## src/hw/rtl/tpca_pkg.sv

```systemverilog
// Shared types, constants and decode helpers for the touch packet calibration averager.
`timescale 1ns / 1ps

package tpca_pkg;

  // Request codes carried in req_type.
  localparam logic REQ_BYTE  = 1'b0;
  localparam logic REQ_START = 1'b1;

  // Bit positions and masks of the serial packet format.
  localparam int          SYNC_BIT     = 7;
  localparam int          PEN_DOWN_BIT = 6;
  localparam int          ORDER_BIT    = 4;
  localparam int          NEG_BIT      = 6;
  localparam logic [11:0] COORD_OFFSET = 12'd1024;

  // Field and accumulator widths.
  localparam int RX_W    = 8;
  localparam int COORD_W = 12;
  localparam int RAW_W   = 13;
  localparam int SUM_W   = 17;
  localparam int CNT_W   = 8;

  localparam logic [COORD_W-1:0] COORD_MAX = 12'd4094;

  // Default number of samples per calibration point.
  localparam int SAMPLE_TOTAL_DEF = 60;

  // Configuration port.
  localparam int         ADDR_W         = 3;
  localparam int         DATA_W         = 32;
  localparam logic [0:0] REG_CAL_ENABLE = 1'b0;

  typedef struct packed {
    logic            req_type;
    logic [RX_W-1:0] rx_byte;
  } item_t;

  typedef struct packed {
    logic               resp_valid;
    logic [RX_W-1:0]    resp_byte;
    logic               packet_complete;
    logic               avg_valid;
    logic [COORD_W-1:0] avg_x;
    logic [COORD_W-1:0] avg_y;
    logic               point_done;
    logic               pen_lifted;
  } result_t;

  // Decode one axis from its low and high bytes into 0..4126 (bit 7 of
  // the high byte is always clear inside a framed packet).
  function automatic logic [RAW_W-1:0] decode_axis(input logic [RX_W-1:0] lo,
                                                   input logic [RX_W-1:0] hi);
    logic        neg;
    logic [10:0] v;
    logic [11:0] base;
    neg  = hi[NEG_BIT];
    v    = 11'(lo[7:3]) + {1'b0, hi[5:0], 4'b0000};
    base = neg ? 12'(v) : 12'(v) + COORD_OFFSET;
    return {base, 1'b0};
  endfunction

endpackage

```

## src/hw/rtl/touch_packet_calibration_averager_unit.sv

```systemverilog
// Top level of the touch packet framer and calibration averager.
`timescale 1ns / 1ps

// Usage:
// Each request on the item channel (item_valid/item_ready, payload item) is
// either one serial byte from the touch controller or a start-point event.
// Every request yields exactly one result on the result channel
// (result_valid/result_ready, payload result): a response byte, a packet
// complete mark, the averaged point when it forms, and the point flags.
// The result is registered on the edge that accepts the request.
// Throughput is one request per cycle unless the receiver stalls, set by
// the single decode, accumulate and divide pass before the result register.
// The result register is reloaded whenever it is empty or being taken, so
// a stalled receiver holds item_ready low only while a result still waits.
// Reset (rst, synchronous) clears framing, sample count, sums, flags and
// cal_enable, and empties the result register. cal_enable is written through
// the APB-style port at byte address 0; pready is always high.
module touch_packet_calibration_averager_unit #(
  parameter int SAMPLE_TOTAL = tpca_pkg::SAMPLE_TOTAL_DEF
) (
  input  logic                         clk,
  input  logic                         rst,
  input  logic                         item_valid,
  output logic                         item_ready,
  input  tpca_pkg::item_t              item,
  output logic                         result_valid,
  input  logic                         result_ready,
  output tpca_pkg::result_t            result,
  input  logic                         psel,
  input  logic                         penable,
  input  logic                         pwrite,
  input  logic [tpca_pkg::ADDR_W-1:0]  paddr,
  input  logic [tpca_pkg::DATA_W-1:0]  pwdata,
  output logic [tpca_pkg::DATA_W-1:0]  prdata,
  output logic                         pready
);

  localparam int SumW    = tpca_pkg::SUM_W;
  localparam int CntW    = tpca_pkg::CNT_W;
  localparam int HalfDiv = SAMPLE_TOTAL / 2;

  // Sample window bounds.
  localparam logic [CntW-1:0] TotalC = CntW'(SAMPLE_TOTAL);
  localparam logic [CntW-1:0] WinLoC = CntW'(SAMPLE_TOTAL / 4);
  localparam logic [CntW-1:0] WinHiC = CntW'(SAMPLE_TOTAL * 3 / 4);
  localparam logic [CntW-1:0] AvgAtC = CntW'(SAMPLE_TOTAL * 3 / 4 + 1);
  localparam logic [CntW-1:0] CntMax = {CntW{1'b1}};

  // Division by HalfDiv as a multiply by a rounded-up reciprocal; exact for
  // every sum below 2**SumW.
  localparam int DivShift = SumW + $clog2(HalfDiv);
  localparam int RecipW   = SumW + 2;
  localparam int ProdW    = SumW + RecipW;
  localparam logic [RecipW-1:0] Recip =
    RecipW'(((64'd1 << DivShift) + 64'(HalfDiv) - 64'd1) / 64'(HalfDiv));

  // State.
  logic                               cal_enable;
  logic [2:0]                         byte_position, byte_position_next;
  logic [tpca_pkg::RX_W-1:0]          pkt_byte [4];
  logic [tpca_pkg::RX_W-1:0]          pkt_wdata;
  logic [1:0]                         pkt_waddr;
  logic                               pkt_we;
  logic [CntW-1:0]                    sample_count, sample_count_next;
  logic [SumW-1:0]                    sum_x, sum_x_next;
  logic [SumW-1:0]                    sum_y, sum_y_next;
  logic                               done_flag, done_flag_next;
  logic                               pen_up_flag, pen_up_flag_next;
  tpca_pkg::result_t                  result_next;

  // Per-request datapath signals.
  logic                               accept;
  logic [2:0]                         pos;
  logic [tpca_pkg::RX_W-1:0]          rx;
  logic                               pen_down;
  logic                               swap_order;
  logic [tpca_pkg::RAW_W-1:0]         coord_x, coord_y;
  logic [SumW:0]                      add_x, add_y;
  logic [SumW-1:0]                    acc_x, acc_y;
  logic [ProdW-1:0]                   prod_x, prod_y;
  logic [SumW-1:0]                    quot_x, quot_y;
  logic [CntW-1:0]                    count_inc;
  logic                               in_window;

  assign item_ready = !result_valid || result_ready;
  assign accept     = item_valid && item_ready;
  assign pready     = 1'b1;

  // Configuration read-back.
  always_comb begin
    prdata = '0;
    if (paddr[tpca_pkg::ADDR_W-1:2] == tpca_pkg::REG_CAL_ENABLE) begin
      prdata = tpca_pkg::DATA_W'(cal_enable);
    end
  end

  // Axis decode of the packet being completed; the current byte is byte 4.
  assign rx         = item.rx_byte;
  assign pen_down   = pkt_byte[0][tpca_pkg::PEN_DOWN_BIT];
  assign swap_order = pkt_byte[0][tpca_pkg::ORDER_BIT];
  assign coord_x    = swap_order ? tpca_pkg::decode_axis(pkt_byte[1], pkt_byte[2])
                                 : tpca_pkg::decode_axis(pkt_byte[2], pkt_byte[1]);
  assign coord_y    = swap_order ? tpca_pkg::decode_axis(pkt_byte[3], rx)
                                 : tpca_pkg::decode_axis(rx, pkt_byte[3]);

  // Saturating accumulate inside the middle window, then the divide.
  assign in_window = (sample_count > WinLoC) && (sample_count <= WinHiC);
  assign add_x     = {1'b0, sum_x} + (SumW + 1)'(coord_x);
  assign add_y     = {1'b0, sum_y} + (SumW + 1)'(coord_y);
  assign acc_x     = !in_window ? sum_x : (add_x[SumW] ? {SumW{1'b1}} : add_x[SumW-1:0]);
  assign acc_y     = !in_window ? sum_y : (add_y[SumW] ? {SumW{1'b1}} : add_y[SumW-1:0]);
  assign prod_x    = ProdW'(acc_x) * ProdW'(Recip);
  assign prod_y    = ProdW'(acc_y) * ProdW'(Recip);
  assign quot_x    = SumW'(prod_x >> DivShift);
  assign quot_y    = SumW'(prod_y >> DivShift);
  assign count_inc = sample_count + CntW'(1);

  // Framing, sampling and result formation for one request.
  always_comb begin
    byte_position_next = byte_position;
    sample_count_next  = sample_count;
    sum_x_next         = sum_x;
    sum_y_next         = sum_y;
    done_flag_next     = done_flag;
    pen_up_flag_next   = pen_up_flag;
    pkt_we             = 1'b0;
    pkt_waddr          = 2'd0;
    pkt_wdata          = rx;
    result_next        = '0;
    pos                = (byte_position > 3'd4) ? 3'd0 : byte_position;

    if (accept) begin
      if (item.req_type == tpca_pkg::REQ_START) begin
        // Start of a new calibration point.
        sum_x_next       = '0;
        sum_y_next       = '0;
        done_flag_next   = 1'b0;
        pen_up_flag_next = 1'b0;
      end else if (pos == 3'd0) begin
        pkt_we = 1'b1;
        if (rx[tpca_pkg::SYNC_BIT]) begin
          byte_position_next = 3'd1;
        end else begin
          byte_position_next = 3'd0;
          if (rx != '0) begin
            result_next.resp_valid = 1'b1;
            result_next.resp_byte  = rx;
          end
        end
      end else if (rx[tpca_pkg::SYNC_BIT]) begin
        // A sync byte mid-packet restarts the frame.
        pkt_we             = 1'b1;
        byte_position_next = 3'd1;
      end else if (pos < 3'd4) begin
        pkt_we             = 1'b1;
        pkt_waddr          = pos[1:0];
        byte_position_next = pos + 3'd1;
      end else begin
        result_next.packet_complete = 1'b1;
        byte_position_next          = 3'd0;
        if (cal_enable) begin
          if (pen_down && sample_count <= TotalC) begin
            sample_count_next = count_inc;
            if (count_inc == AvgAtC) begin
              sum_x_next            = quot_x;
              sum_y_next            = quot_y;
              result_next.avg_valid = 1'b1;
              result_next.avg_x     = (quot_x > SumW'(tpca_pkg::COORD_MAX))
                                      ? tpca_pkg::COORD_MAX : quot_x[tpca_pkg::COORD_W-1:0];
              result_next.avg_y     = (quot_y > SumW'(tpca_pkg::COORD_MAX))
                                      ? tpca_pkg::COORD_MAX : quot_y[tpca_pkg::COORD_W-1:0];
            end else begin
              sum_x_next = acc_x;
              sum_y_next = acc_y;
            end
          end else if (!pen_down && sample_count < TotalC) begin
            // Pen lifted before the point was finished.
            sample_count_next = '0;
            sum_x_next        = '0;
            sum_y_next        = '0;
          end else if (sample_count > TotalC) begin
            done_flag_next = 1'b1;
            if (!pen_down) begin
              sample_count_next = '0;
              pen_up_flag_next  = 1'b1;
            end else if (sample_count != CntMax) begin
              sample_count_next = count_inc;
            end
          end
        end
      end
    end

    result_next.point_done = done_flag_next;
    result_next.pen_lifted = pen_up_flag_next;
  end

  // Control state, configuration and the result register.
  always_ff @(posedge clk) begin
    if (rst) begin
      cal_enable    <= 1'b0;
      byte_position <= '0;
      sample_count  <= '0;
      sum_x         <= '0;
      sum_y         <= '0;
      done_flag     <= 1'b0;
      pen_up_flag   <= 1'b0;
      result_valid  <= 1'b0;
    end else begin
      if (psel && penable && pwrite &&
          paddr[tpca_pkg::ADDR_W-1:2] == tpca_pkg::REG_CAL_ENABLE) begin
        cal_enable <= pwdata[0];
      end
      byte_position <= byte_position_next;
      sample_count  <= sample_count_next;
      sum_x         <= sum_x_next;
      sum_y         <= sum_y_next;
      done_flag     <= done_flag_next;
      pen_up_flag   <= pen_up_flag_next;
      if (item_ready) begin
        result_valid <= accept;
      end
    end
  end

  // Packet byte store and result payload need no reset.
  always_ff @(posedge clk) begin
    if (pkt_we) begin
      pkt_byte[pkt_waddr] <= pkt_wdata;
    end
    if (accept) begin
      result <= result_next;
    end
  end

  // The pen-up flag is only ever set together with the done flag.
  assert property (@(posedge clk) disable iff (rst) pen_up_flag |-> done_flag)
    else $error("pen_up_flag set without done_flag");

  // A start-point request clears both point flags.
  assert property (@(posedge clk) disable iff (rst)
    (accept && item.req_type == tpca_pkg::REQ_START) |=> (!done_flag && !pen_up_flag))
    else $error("start-point request did not clear the flags");

  // An average only forms on the byte that completes a packet.
  assert property (@(posedge clk) disable iff (rst)
    (result_valid && result.avg_valid) |-> result.packet_complete)
    else $error("average formed outside a packet completion");

  // A response byte never coincides with a completed packet.
  assert property (@(posedge clk) disable iff (rst)
    result_valid |-> !(result.resp_valid && result.packet_complete))
    else $error("response byte and packet completion on the same result");

endmodule

```

## config.mk

```make
export PLATFORM = sky130hd
export DESIGN_NAME = touch_packet_calibration_averager_unit
export DESIGN_NICKNAME = d
export VERILOG_FILES = /design/src/hw/rtl/tpca_pkg.sv /design/src/hw/rtl/touch_packet_calibration_averager_unit.sv
export SDC_FILE = /design/constraint.sdc
export NUM_CORES = 1
export LEC_CHECK = 0
export BUFFER_PORTS_ARGS = -buffer_cell sky130_fd_sc_hd__buf_2
export CAP_MARGIN = 25
export CORE_MARGIN = 2
export CORE_UTILIZATION = 60
export DETAILED_ROUTE_END_ITERATION = 10
export GPL_TIMING_DRIVEN = 1
export PLACE_DENSITY_LB_ADDON = 0.08
export REMOVE_ABC_BUFFERS = 1
export SYNTH_ARGS = -nofsm -noshare
export SYNTH_HDL_FRONTEND = slang
export SYNTH_SLANG_ARGS = --single-unit
```

## constraint.sdc

```tcl
create_clock -name clk -period 15.92 [get_ports clk]
set_clock_uncertainty 0.2 [all_clocks]
set_input_delay 3.184 -clock clk [delete_from_list [all_inputs] [get_ports clk]]
set_output_delay 3.184 -clock clk [all_outputs]
set_load 0.03 [all_outputs]
```

# Word-level counts from Yosys, hierarchy flattened
# Memories as Yosys holds them, arrays and structs flattened.
# Index checks and enable logic that the tools add are counted.
dict set report op_classes {
  add_sub_neg 12
  n_mux 74
  bitwise 9
  eq_ne 6
  n_lt_le_gt_ge 9
  reduce_logical 25
  multipliers 2
}
# cell n
set ops {}
lappend ops {{$mux 17} 19}
lappend ops {{$mux 25} 3}
lappend ops {{$mux 12} 6}
lappend ops {{$mul 17x18->35 const B} 2}
lappend ops {{$add 11x11->12 const B} 4}
lappend ops {{$add 5x10->11} 4}
lappend ops {{$mux 8} 5}
lappend ops {{$add 17x13->18} 2}
lappend ops {{$mux 1} 28}
lappend ops {{$gt 13x12->1 const B} 2}
lappend ops {{$mux 13} 2}
lappend ops {{$mux 26} 1}
lappend ops {{$le 8x6->1 const B} 2}
lappend ops {{$reduce_or 8->1} 2}
lappend ops {{$mux 3} 4}
lappend ops {{$mux 2} 5}
lappend ops {{$mux 9} 1}
lappend ops {{$not 1->1} 9}
lappend ops {{$add 8x1->8 const B} 1}
lappend ops {{$eq 8x6->1 const B} 1}
lappend ops {{$gt 8x4->1 const B} 1}
lappend ops {{$gt 8x6->1 const B} 1}
lappend ops {{$lt 8x6->1 const B} 1}
lappend ops {{$ne 8x8->1 const B} 1}
lappend ops {{other kinds (20)} 30}
dict set report totals {
  inputBits 51
  mem_count 1
  elab_cells 157
  register_bits 86
  output_inout_bits 72
  mem_bits_rw 32
}
# memory words word_bits read_ports rd_ports_with_merged_regs write_ports line_no
set mem_list {}
lappend mem_list {pkt_byte 4 8 4 0 1 touch_packet_calibration_averager_unit.sv:60} ;# logic [tpca_pkg::RX_W-1:0] pkt_byte [4];

# Longest topological paths before layout
# Gate-level depths: netlist of the first run.
# An unclocked memory read counts as a cell.
dict set report depth {
  depth_word 16
  mapped_depth 39
  ltp_nobuf 39
}

# Worst setup path before layout of the first run
# Ideal clock, no wire load.
dict set report synth_timing {
  path_kind {input to register}
  startpoint {input port item[7] (netlist bit)}
  endpoint {register result[2] (netlist bit) (data pin)}
  t_required_ns 15.459
  t_arrival_ns 10.975
  path_stages 32
  setup_slack_ns 4.484
  path_buffers 0
  setup_time_ns 0.261
  path_cell_list {ha_1 -> ha_1 -> mux2_2 -> ha_1 -> a21oi_1 -> o31ai_2 -> a31o_2 -> a21o_1 -> a21o_1 -> a21oi_1 -> nor2b_1 -> o21ai_0 -> nor2_1 -> xnor2_1 -> nand2_1 -> ha_1 -> inv_1 -> fa_1 -> fa_1 -> fa_1 -> fa_1 -> inv_1 -> ha_1 -> nand3_1 -> or4_4 -> or4_1 -> o21ai_2 -> a31oi_1 -> xnor2_1 -> nor3_1 -> nand3b_1 -> o311a_1}
}
dict set report synth_via {
  elab_chain_cells 10
}
# item line_no
set synth_lines {}
lappend synth_lines {{start, declared} touch_packet_calibration_averager_unit.sv:25} ;# input tpca_pkg::item_t item,
lappend synth_lines {{$add 5x10->11} tpca_pkg.sv:58} ;# v = 11'(lo[7:3]) + {1'b0, hi[5:0], 4'b0000};
lappend synth_lines {{$add 11x11->12} tpca_pkg.sv:59} ;# base = neg ? 12'(v) : 12'(v) + COORD_OFFSET;
lappend synth_lines {{$mux 12} tpca_pkg.sv:59}
lappend synth_lines {{$mux 13} touch_packet_calibration_averager_unit.sv:103} ;# assign coord_y = swap_order ? tpca_pkg::decode_axis(pkt_byte[3], rx)
lappend synth_lines {{$add 17x13->18} touch_packet_calibration_averager_unit.sv:109} ;# assign add_y = {1'b0, sum_y} + (SumW + 1)'(coord_y);
lappend synth_lines {{$mux 17 (2 in a row)} touch_packet_calibration_averager_unit.sv:111} ;# assign acc_y = !in_window ? sum_y : (add_y[SumW] ? {SumW{1'b1}} : add_y[SumW-1:0]);
lappend synth_lines {{$mul 17x18->35} touch_packet_calibration_averager_unit.sv:113} ;# assign prod_y = ProdW'(acc_y) * ProdW'(Recip);
lappend synth_lines {{$gt 13x12->1} touch_packet_calibration_averager_unit.sv:170} ;# result_next.avg_y = (quot_y > SumW'(tpca_pkg::COORD_MAX))
lappend synth_lines {{$reduce_or 8->1 (no source line)} -}
lappend synth_lines {{end signal, assigned} touch_packet_calibration_averager_unit.sv:232} ;# result <= result_next;
lappend synth_lines {{end, declared} touch_packet_calibration_averager_unit.sv:28} ;# output tpca_pkg::result_t result,
# Several ways; a longest one is shown, not always the timed one.
# A chain may end at the register's enable or synchronous reset.

# Worst setup path after layout of the first run
dict set report layout_timing {
  startpoint {input port item[7] (netlist bit)}
  endpoint {register result[3] (netlist bit) (data pin)}
}
dict set report layout_via {
  elab_chain_cells 10
  word_cells_on_any_way 11
  classes_between {add/sub (3); mul (1); order compare (1); mux (5); reduce/logical (1)}
}
# item line_no
set layout_lines {}
lappend layout_lines {{$add 5x10->11} tpca_pkg.sv:58}
lappend layout_lines {{$add 11x11->12} tpca_pkg.sv:59}
lappend layout_lines {{$mux 12} tpca_pkg.sv:59}
lappend layout_lines {{$mux 13} touch_packet_calibration_averager_unit.sv:103}
lappend layout_lines {{$add 17x13->18} touch_packet_calibration_averager_unit.sv:109}
lappend layout_lines {{$mux 17 (2 in a row)} touch_packet_calibration_averager_unit.sv:111}
lappend layout_lines {{$mul 17x18->35} touch_packet_calibration_averager_unit.sv:113}
lappend layout_lines {{$gt 13x12->1} touch_packet_calibration_averager_unit.sv:170}
lappend layout_lines {{$mux 12} touch_packet_calibration_averager_unit.sv:171} ;# ? tpca_pkg::COORD_MAX : quot_y[tpca_pkg::COORD_W-1:0];
# Several ways; a longest one is shown, not always the timed one.

==> out/summary.log, run 1 <==
INFO  timing         tightest_slew=0.915ns
INFO  place          placement.io_buffers=56
INFO  status         outcome=complete, no violations
INFO  finish         sequential_cell_area=2840squm
INFO  setup_path     critical_path_required=15.79ns
INFO  power          pwr_density_cell=41.8nW/um^2
INFO  routing        drt_wl_total=31900um
INFO  global_route   grt_first_pass_wirelength=51900um
INFO  finish         num-fill-cells=1959
INFO  finish         area.growth.synth_to_final=5.47%
INFO  finish         finish.instance_area=14400squm
INFO  floorplanning  ioPinCount=123
INFO  synthesis      ys_seq_elements=111
INFO  run            maxCapViolations=0
INFO  routing        dr_total_vias=10559
INFO  place          postPlaceCellArea=14100squm
INFO  finish         fraction_of_final_layout_cells_sized_beyond_drive_strength_1=9.42%
INFO  timing         fmax=79.8MHz
INFO  place          gp_congestion=0.943
INFO  finish         layout_commonest_cell=ha_1
INFO  clock_tree     path_clk_slew=0.09ns
INFO  timing         setup_viol=0
INFO  synthesis      synth-async-reset-ratio=0%
INFO  timing         unrepaired_setup_endpoints_after_global_routing=false
INFO  setup_path     critical_path.startpoint_type=input port
INFO  synthesis      ys_dominant_reg_cell=edfxtp_1
INFO  finish         final_net_count=1925
INFO  timing         timing.final.crit_period=12.54ns
INFO  clock_tree     worst_skew_pair_later_pin_latency=0.36ns
INFO  synthesis      synth_largest_type_area_fraction=25.3%
INFO  clock_tree     cts_root_buf=clkbuf_16
INFO  synthesis      synth-seq-area-share=20.8%
INFO  setup_path     timing.critical_path.mode_cell=ha_1
INFO  global_route   grt_pass1_vias=10149
INFO  routing        drc_errors=0
INFO  clock_tree     numClockSinks=111
INFO  timing         hold_viol_final=0
INFO  setup_path     worstPathArrival=12.41ns
INFO  floorplanning  fp.dieW=155um
INFO  synthesis      edff_count_synth=62
INFO  floorplanning  rows=55
INFO  clock_tree     ctsHtreeMaxLevel=3
INFO  global_route   grt_util_all_layers=27.2%
INFO  synthesis      yosys.area.top_type=ha_1
INFO  global_route   grt_max_degree=41
INFO  setup_path     crit_path_max_incr_delay=0.66ns
INFO  clock_tree     ctsResizeCount=0
INFO  clock_tree     hold_buffers=0
INFO  setup_path     worst_setup_path_end_kind=flop
INFO  synthesis      synth.cell_area=13700squm
INFO  hold_path      min_path_type=flop to flop
INFO  power          ir_worst_vdd=0.0000616V
INFO  clock_tree     cts.repair_timing.setup_buffer_count=0
INFO  finish         area_of_the_multi_input_gates=9800squm
INFO  finish         top_library_cells_by_usage_in_the_layout_fill_and_taps_aside=ha_1 (276), inv_1 (194), nand2_1 (100)
INFO  finish         final_util=64.0%
INFO  routing        wire_per_inst=17.6um
INFO  global_route   leftover_overflow_at_the_end_of_global_routing=0
INFO  setup_path     critical_path_peak_fanout=14
INFO  clock_tree     numCtsBuffers=9
INFO  setup_path     critical_path.slowest_cell=xor2_2
INFO  power          power.static_leakage=0.00750uW
INFO  timing         timing.slew.headroom=38.7%
INFO  floorplanning  coreArea=22500squm
INFO  synthesis      synth_instances=1483
INFO  synthesis      syn_area_per_cell=9.21squm
INFO  synthesis      synth.distinct_cells=83
INFO  setup_path     crit_type=input port to flop
INFO  timing         post-route-period-util=78.8%
INFO  floorplanning  initial_standard_cell_utilization_of_the_core=60.7%
INFO  finish         antenna_cells=0
INFO  clock_tree     max_buffers_root_to_sink=2
INFO  floorplanning  die_extent_in_y=155um
INFO  routing        drt_pass1_iterations=7
INFO  global_route   grt_antenna_before_repair=0
INFO  routing        routed_via_density=5.82
INFO  clock_tree     tritoncts_clock_tree=done
INFO  routing        final_antenna_net_count=0
INFO  timing         finalMaxSlewViolations=0
INFO  synthesis      ranking_of_synthesized_cells_by_area=ha_1 (25%), edfxtp_1 (14%), fa_1 (11%), dfxtp_1 (7.2%), inv_1 (5.3%)
INFO  synthesis      synthesis.yosys.warnings=0
INFO  floorplanning  die_area=24000squm
INFO  place          dp_hpwl=26200um
INFO  routing        initialDrtViolationCount=800
INFO  timing         setup_total_negative_slack=0ns
## synth_stat cells (all sizes together), types with 9 or more instances
library cell / instances
a21o: 26
a21oi: 107
a22o: 9
a22oi: 12
a31oi: 10
and2: 17
and3: 13
buf: 44
clkbuf: 25
dfxtp: 49
edfxtp: 62
fa: 74
ha: 276
inv: 194
mux2: 21
mux2i: 11
nand2: 100
nand2b: 10
nand3: 35
nand4: 13
nor2: 86
nor2b: 14
nor3: 22
o21ai: 56
o21bai: 13
o22a: 11
o22ai: 11
xnor2: 32
xor2: 31
## per-layer routing
layer  GRT usage, %  wire (um)  up-vias
met2           45.7      15300      228
met4           10.4       1190        0
met3           2.62       1130       56
met1           36.6      14300     5027
li1               -          -     5248
met5              0          0        -
## logic make-up after synthesis
kind of cell,after synthesis,synth area share [%]
adder cells (fa/ha/maj),350,36.1
buffers and inverters,263,8.34
flip-flops,111,20.8
multiplexers,32,2.56
XOR/XNOR,63,4.15
AO/OA/AOI/OAI,324,16.1
AND/OR/NAND/NOR,338,11.8
other,2,0.0550
## worst max-delay path: cells and delay by family
| family | cells | cell delay, ns |
|---|---|---|
| buf+inv | 3 | 0.29 |
| fa+ha+maj | 11 | 3.75 |
| xor+xnor | 1 | 0.66 |
| compound gates | 8 | 1.68 |
| mux | 1 | 0.27 |
| simple gates | 8 | 2.56 |
## worst paths after layout
kind,from,endpoint,slack (ns),cells after the start
worst max-delay path,item[7],result[3],3.38,32
worst min-delay path,done_flag,done_flag,0.28,2
worst max register to register,pkt_byte[0][4],result[3],5.76,32
worst min register to register,done_flag,done_flag,0.28,2
## final cells by class
| type | instances | share of cell area [%] |
|---|---|---|
| Multi-Input combinational cell | 1140 | 68.1 |
| Clock buffer | 9 | 1.56 |
| Inverter | 194 | 5.05 |
| Timing Repair Buffer | 68 | 2.55 |
| Clock inverter | 7 | 0.565 |
| Sequential cell | 111 | 19.7 |
| Tap cell | 285 | 2.48 |
## state kept, by name (all words and copies together) (netlist names)
signal	cells
result	36
pkt_byte	26
byte_position	3
sample_count	8
pen_up_flag	1
result_valid	1
sum_y	17
sum_x	17
cal_enable	1
done_flag	1
## power breakdown
part	switching (uW)	total, uW	internal [uW]	leakage [uW]
sequential	1.66	309	307	0.000988
combinational	41.4	54.5	13.0	0.00636
clock	125	238	113	0.000150
## through the flow
stage / setup slack, ns / hold WS (ns) / instances / total power, uW
floorplan: 4.40 / 0.238 / 1445 / 353
global placement: 3.03 / 0.252 / 1797 / 369
detailed placement: 2.97 / 0.262 / 1798 / 370
CTS: 3.33 / 0.275 / 1814 / 605
global route: 2.82 / 0.309 / 1814 / 619
finish: 3.38 / 0.276 / 1814 / 602
No activity file was read; power rests on OpenSTA's default activity.
==> inputs of run 2 (changes only) <==
==> constraint.sdc (replaced) <==
create_clock -name clk -period 12.9 [get_ports clk]
set_clock_uncertainty 0.2 [all_clocks]
set_input_delay 2.58 -clock clk [delete_from_list [all_inputs] [get_ports clk]]
set_output_delay 2.58 -clock clk [all_outputs]
set_load 0.03 [all_outputs]
==> run 2 against run 1 <==
Net effect:
- setup slack worse by 2.2 ns
- sequential share of layout area down 0.065 points
- final cell count up 0.28%
- design area up 0.33%
- first-iteration DRC count down 11%
- die area unchanged
- global-route usage up 0.46 points
- critical path type unchanged
- largest power group unchanged
==> out/summary.log, run 2 (synthesis gave the netlist of run 1 again) <==
INFO  floorplanning  die_area=24000squm [unchanged]
INFO  clock_tree     path_clk_slew=0.08ns [about the same]
INFO  setup_path     crit_type=input port to flop
INFO  setup_path     critical_path.startpoint_type=input port
INFO  clock_tree     tritoncts_clock_tree=done
INFO  status         outcome=complete, no violations
INFO  timing         hold_viol_final=0 [unchanged]
INFO  routing        route.met3.wl=1340um [+19%]
INFO  clock_tree     worst_skew_pair_later_pin_latency=0.37ns [about the same]
INFO  finish         antenna_cells=0 [unchanged]
INFO  setup_path     timing.critical_path.mode_cell=ha_1
INFO  clock_tree     numCtsBuffers=9 [unchanged]
INFO  finish         final_util=64.2% [+0.21 points]
INFO  place          gp_congestion=0.914 [-3.1%]
INFO  finish         finish.cell_count_without_fillers=1819 [+0.28%]
INFO  power          pwr_density_cell=51.7nW/um^2 [+24%]
INFO  finish         largest_register_ffs=36 [unchanged]
INFO  power          design_power_total=747uW [+24%]
INFO  power          switching_share=28.2% [+0.27 points]
INFO  place          placement.io_buffers=56 [unchanged]
INFO  floorplanning  initial_standard_cell_utilization_of_the_core=60.7% [unchanged]
INFO  routing        dr_total_vias=10682 [+1.2%]
INFO  finish         top_library_cells_by_usage_in_the_layout_fill_and_taps_aside=ha_1 (276), inv_1 (194), nand2_1 (100)
INFO  power          ir_worst_vdd=0.0000769V [+25%]
INFO  power          power_switching=211uW [+25%]
INFO  timing         setup_total_negative_slack=0ns [unchanged]
INFO  routing        initialDrtViolationCount=716 [-11%]
INFO  setup_path     worst_setup_path_end_kind=flop
INFO  finish         area.growth.synth_to_final=5.82%
INFO  clock_tree     ctsResizeCount=0 [unchanged]
INFO  setup_path     worstPathBufferInverterCount=3 [unchanged]
INFO  floorplanning  ioPinCount=123 [unchanged]
INFO  routing        routed_via_density=5.87 [+0.89%]
INFO  power          p_int=537uW [+24%]
INFO  setup_path     critical_path_peak_fanout=10 [-4]
INFO  power          power.static_leakage=0.00752uW [+0.36%]
INFO  finish         reg.largest.list=result: 36 flops, pkt_byte: 26 flops
INFO  hold_path      min_path_type=flop to flop
INFO  floorplanning  die_extent_in_y=155um [unchanged]
INFO  setup_path     cpLargestDelayFamily=adder cells
INFO  global_route   grt_util_all_layers=27.7% [+0.46 points]
INFO  timing         tightest_slew=0.856ns [-0.0592 ns]
INFO  routing        routed-wl-met2=15600um [+1.7%]
INFO  finish         final_net_count=1930 [+0.26%]
INFO  global_route   grt_pass1_vias=10409 [+2.6%]
INFO  finish         fraction_of_final_layout_cells_sized_beyond_drive_strength_1=9.71% [+0.30 points]
INFO  floorplanning  fp.dieW=155um [unchanged]
INFO  floorplanning  coreArea=22500squm [unchanged]
INFO  timing         timing.slew.headroom=42.8% [+4.1 points]
INFO  clock_tree     numClockSinks=111 [unchanged]
INFO  finish         layout_commonest_cell=ha_1
INFO  place          numPlacedInstances=1803 [+0.28%]
INFO  global_route   grt_first_pass_wirelength=52900um [+1.9%]
INFO  setup_path     critical_path_required=12.81ns [-2.98 ns]
INFO  routing        drc_errors=0 [unchanged]
INFO  clock_tree     cts_root_buf=clkbuf_16
INFO  timing         post-route-period-util=90.8%
INFO  timing         setup_viol=0 [unchanged]
INFO  power          p_clk_share=39.9% [+0.3 points]
INFO  clock_tree     hold_buffers=0 [unchanged]
INFO  run            maxCapViolations=0 [unchanged]
INFO  routing        highest_layer=met4
INFO  global_route   grt_max_degree=41 [unchanged]
INFO  place          dp_hpwl=26300um [+0.25%]
INFO  clock_tree     cts.repair_timing.setup_buffer_count=0 [unchanged]
INFO  clock_tree     ctsHtreeMaxLevel=3 [unchanged]
INFO  setup_path     critical_path.slowest_cell=a2111oi_2
INFO  routing        wl_met1=14300um [+0.21%]
INFO  global_route   grt_antenna_before_repair=0 [unchanged]
INFO  floorplanning  rows=55 [unchanged]
INFO  timing         timing.final.crit_period=11.71ns
INFO  global_route   leftover_overflow_at_the_end_of_global_routing=0 [unchanged]
INFO  setup_path     crit_path_max_incr_delay=0.63ns [-0.03 ns]
INFO  routing        wire_per_inst=17.7um [+0.69%]
INFO  routing        final_antenna_net_count=0 [unchanged]
INFO  timing         fmax=85.4MHz
INFO  power          power.share.sequential=51.0% [-0.3 points]
INFO  timing         finalMaxSlewViolations=0 [unchanged]
INFO  timing         unrepaired_setup_endpoints_after_global_routing=false
INFO  power          comb_power_share=9.0% [about the same]
INFO  routing        drt_pass1_iterations=5 [-2]
INFO  finish         regMostFlops=result
INFO  clock_tree     max_buffers_root_to_sink=2 [unchanged]
INFO  routing        drt_wl_total=32200um [+0.96%]
INFO  setup_path     worstPathArrival=11.63ns [-0.78 ns]
-- run 2: final timing paths --
| kind | from | to | slack (ns) | cells after the start |
|---|---|---|---|---|
| worst min-delay path | sum_y[12] | sum_y[12] | 0.28 | 2 |
| worst min register to register | sum_y[12] | sum_y[12] | 0.28 | 2 |
| worst max-delay path | item[7] | result[2] | 1.19 | 34 |
| worst max register to register | pkt_byte[0][4] | result[2] | 2.90 | 33 |
-- run 2: through the flow --
step | setup WS, ns | instance area [sq um] | hold slack, ns
6_report | 1.19 | 14500 | 0.285
5_1_grt | 0.542 | 14500 | 0.311
4_1_cts | 1.14 | 14500 | 0.282
3_5_place_dp | 0.800 | 14100 | 0.267
3_3_place_gp | 0.861 | 14100 | 0.253
2_1_floorplan | 1.98 | 13400 | 0.238
-- run 2: tightest hold or removal path, delay by kind of cell, from the launching register on --
kind	cells	cell delay (ns)
AOI/OAI and AO/OA	1	0.05
and+or+nand+nor	1	0.06
DFF	1	0.34
-- run 2: power by group through the flow --
stage / sequential [uW] / clock [uW] / combinational [uW]
5_1_grt: 382 / 317 / 72.4
4_1_cts: 381 / 301 / 67.2
6_report: 381 / 298 / 67.4
3_3_place_gp: 390 / 0 / 66.3
2_1_floorplan: 403 / 0 / 32.3
3_5_place_dp: 390 / 0 / 67.1
-- run 2: layout make-up --
cell class	instances	area (sq um)
clock buffers	9	225
repair buffers	73	405
well taps	285	357
inverters	194	728
flip-flops and latches	111	2840
multi-input cells	1140	9800
fillers	1914	8050
clock inverters	7	91.3
-- run 2: routing by layer --
layer / vias up / GRT usage, %
met5: - / 0
met3: 53 / 2.28
met2: 261 / 46.9
li1: 5265 / -
met1: 5103 / 37.5
met4: 0 / 9.57
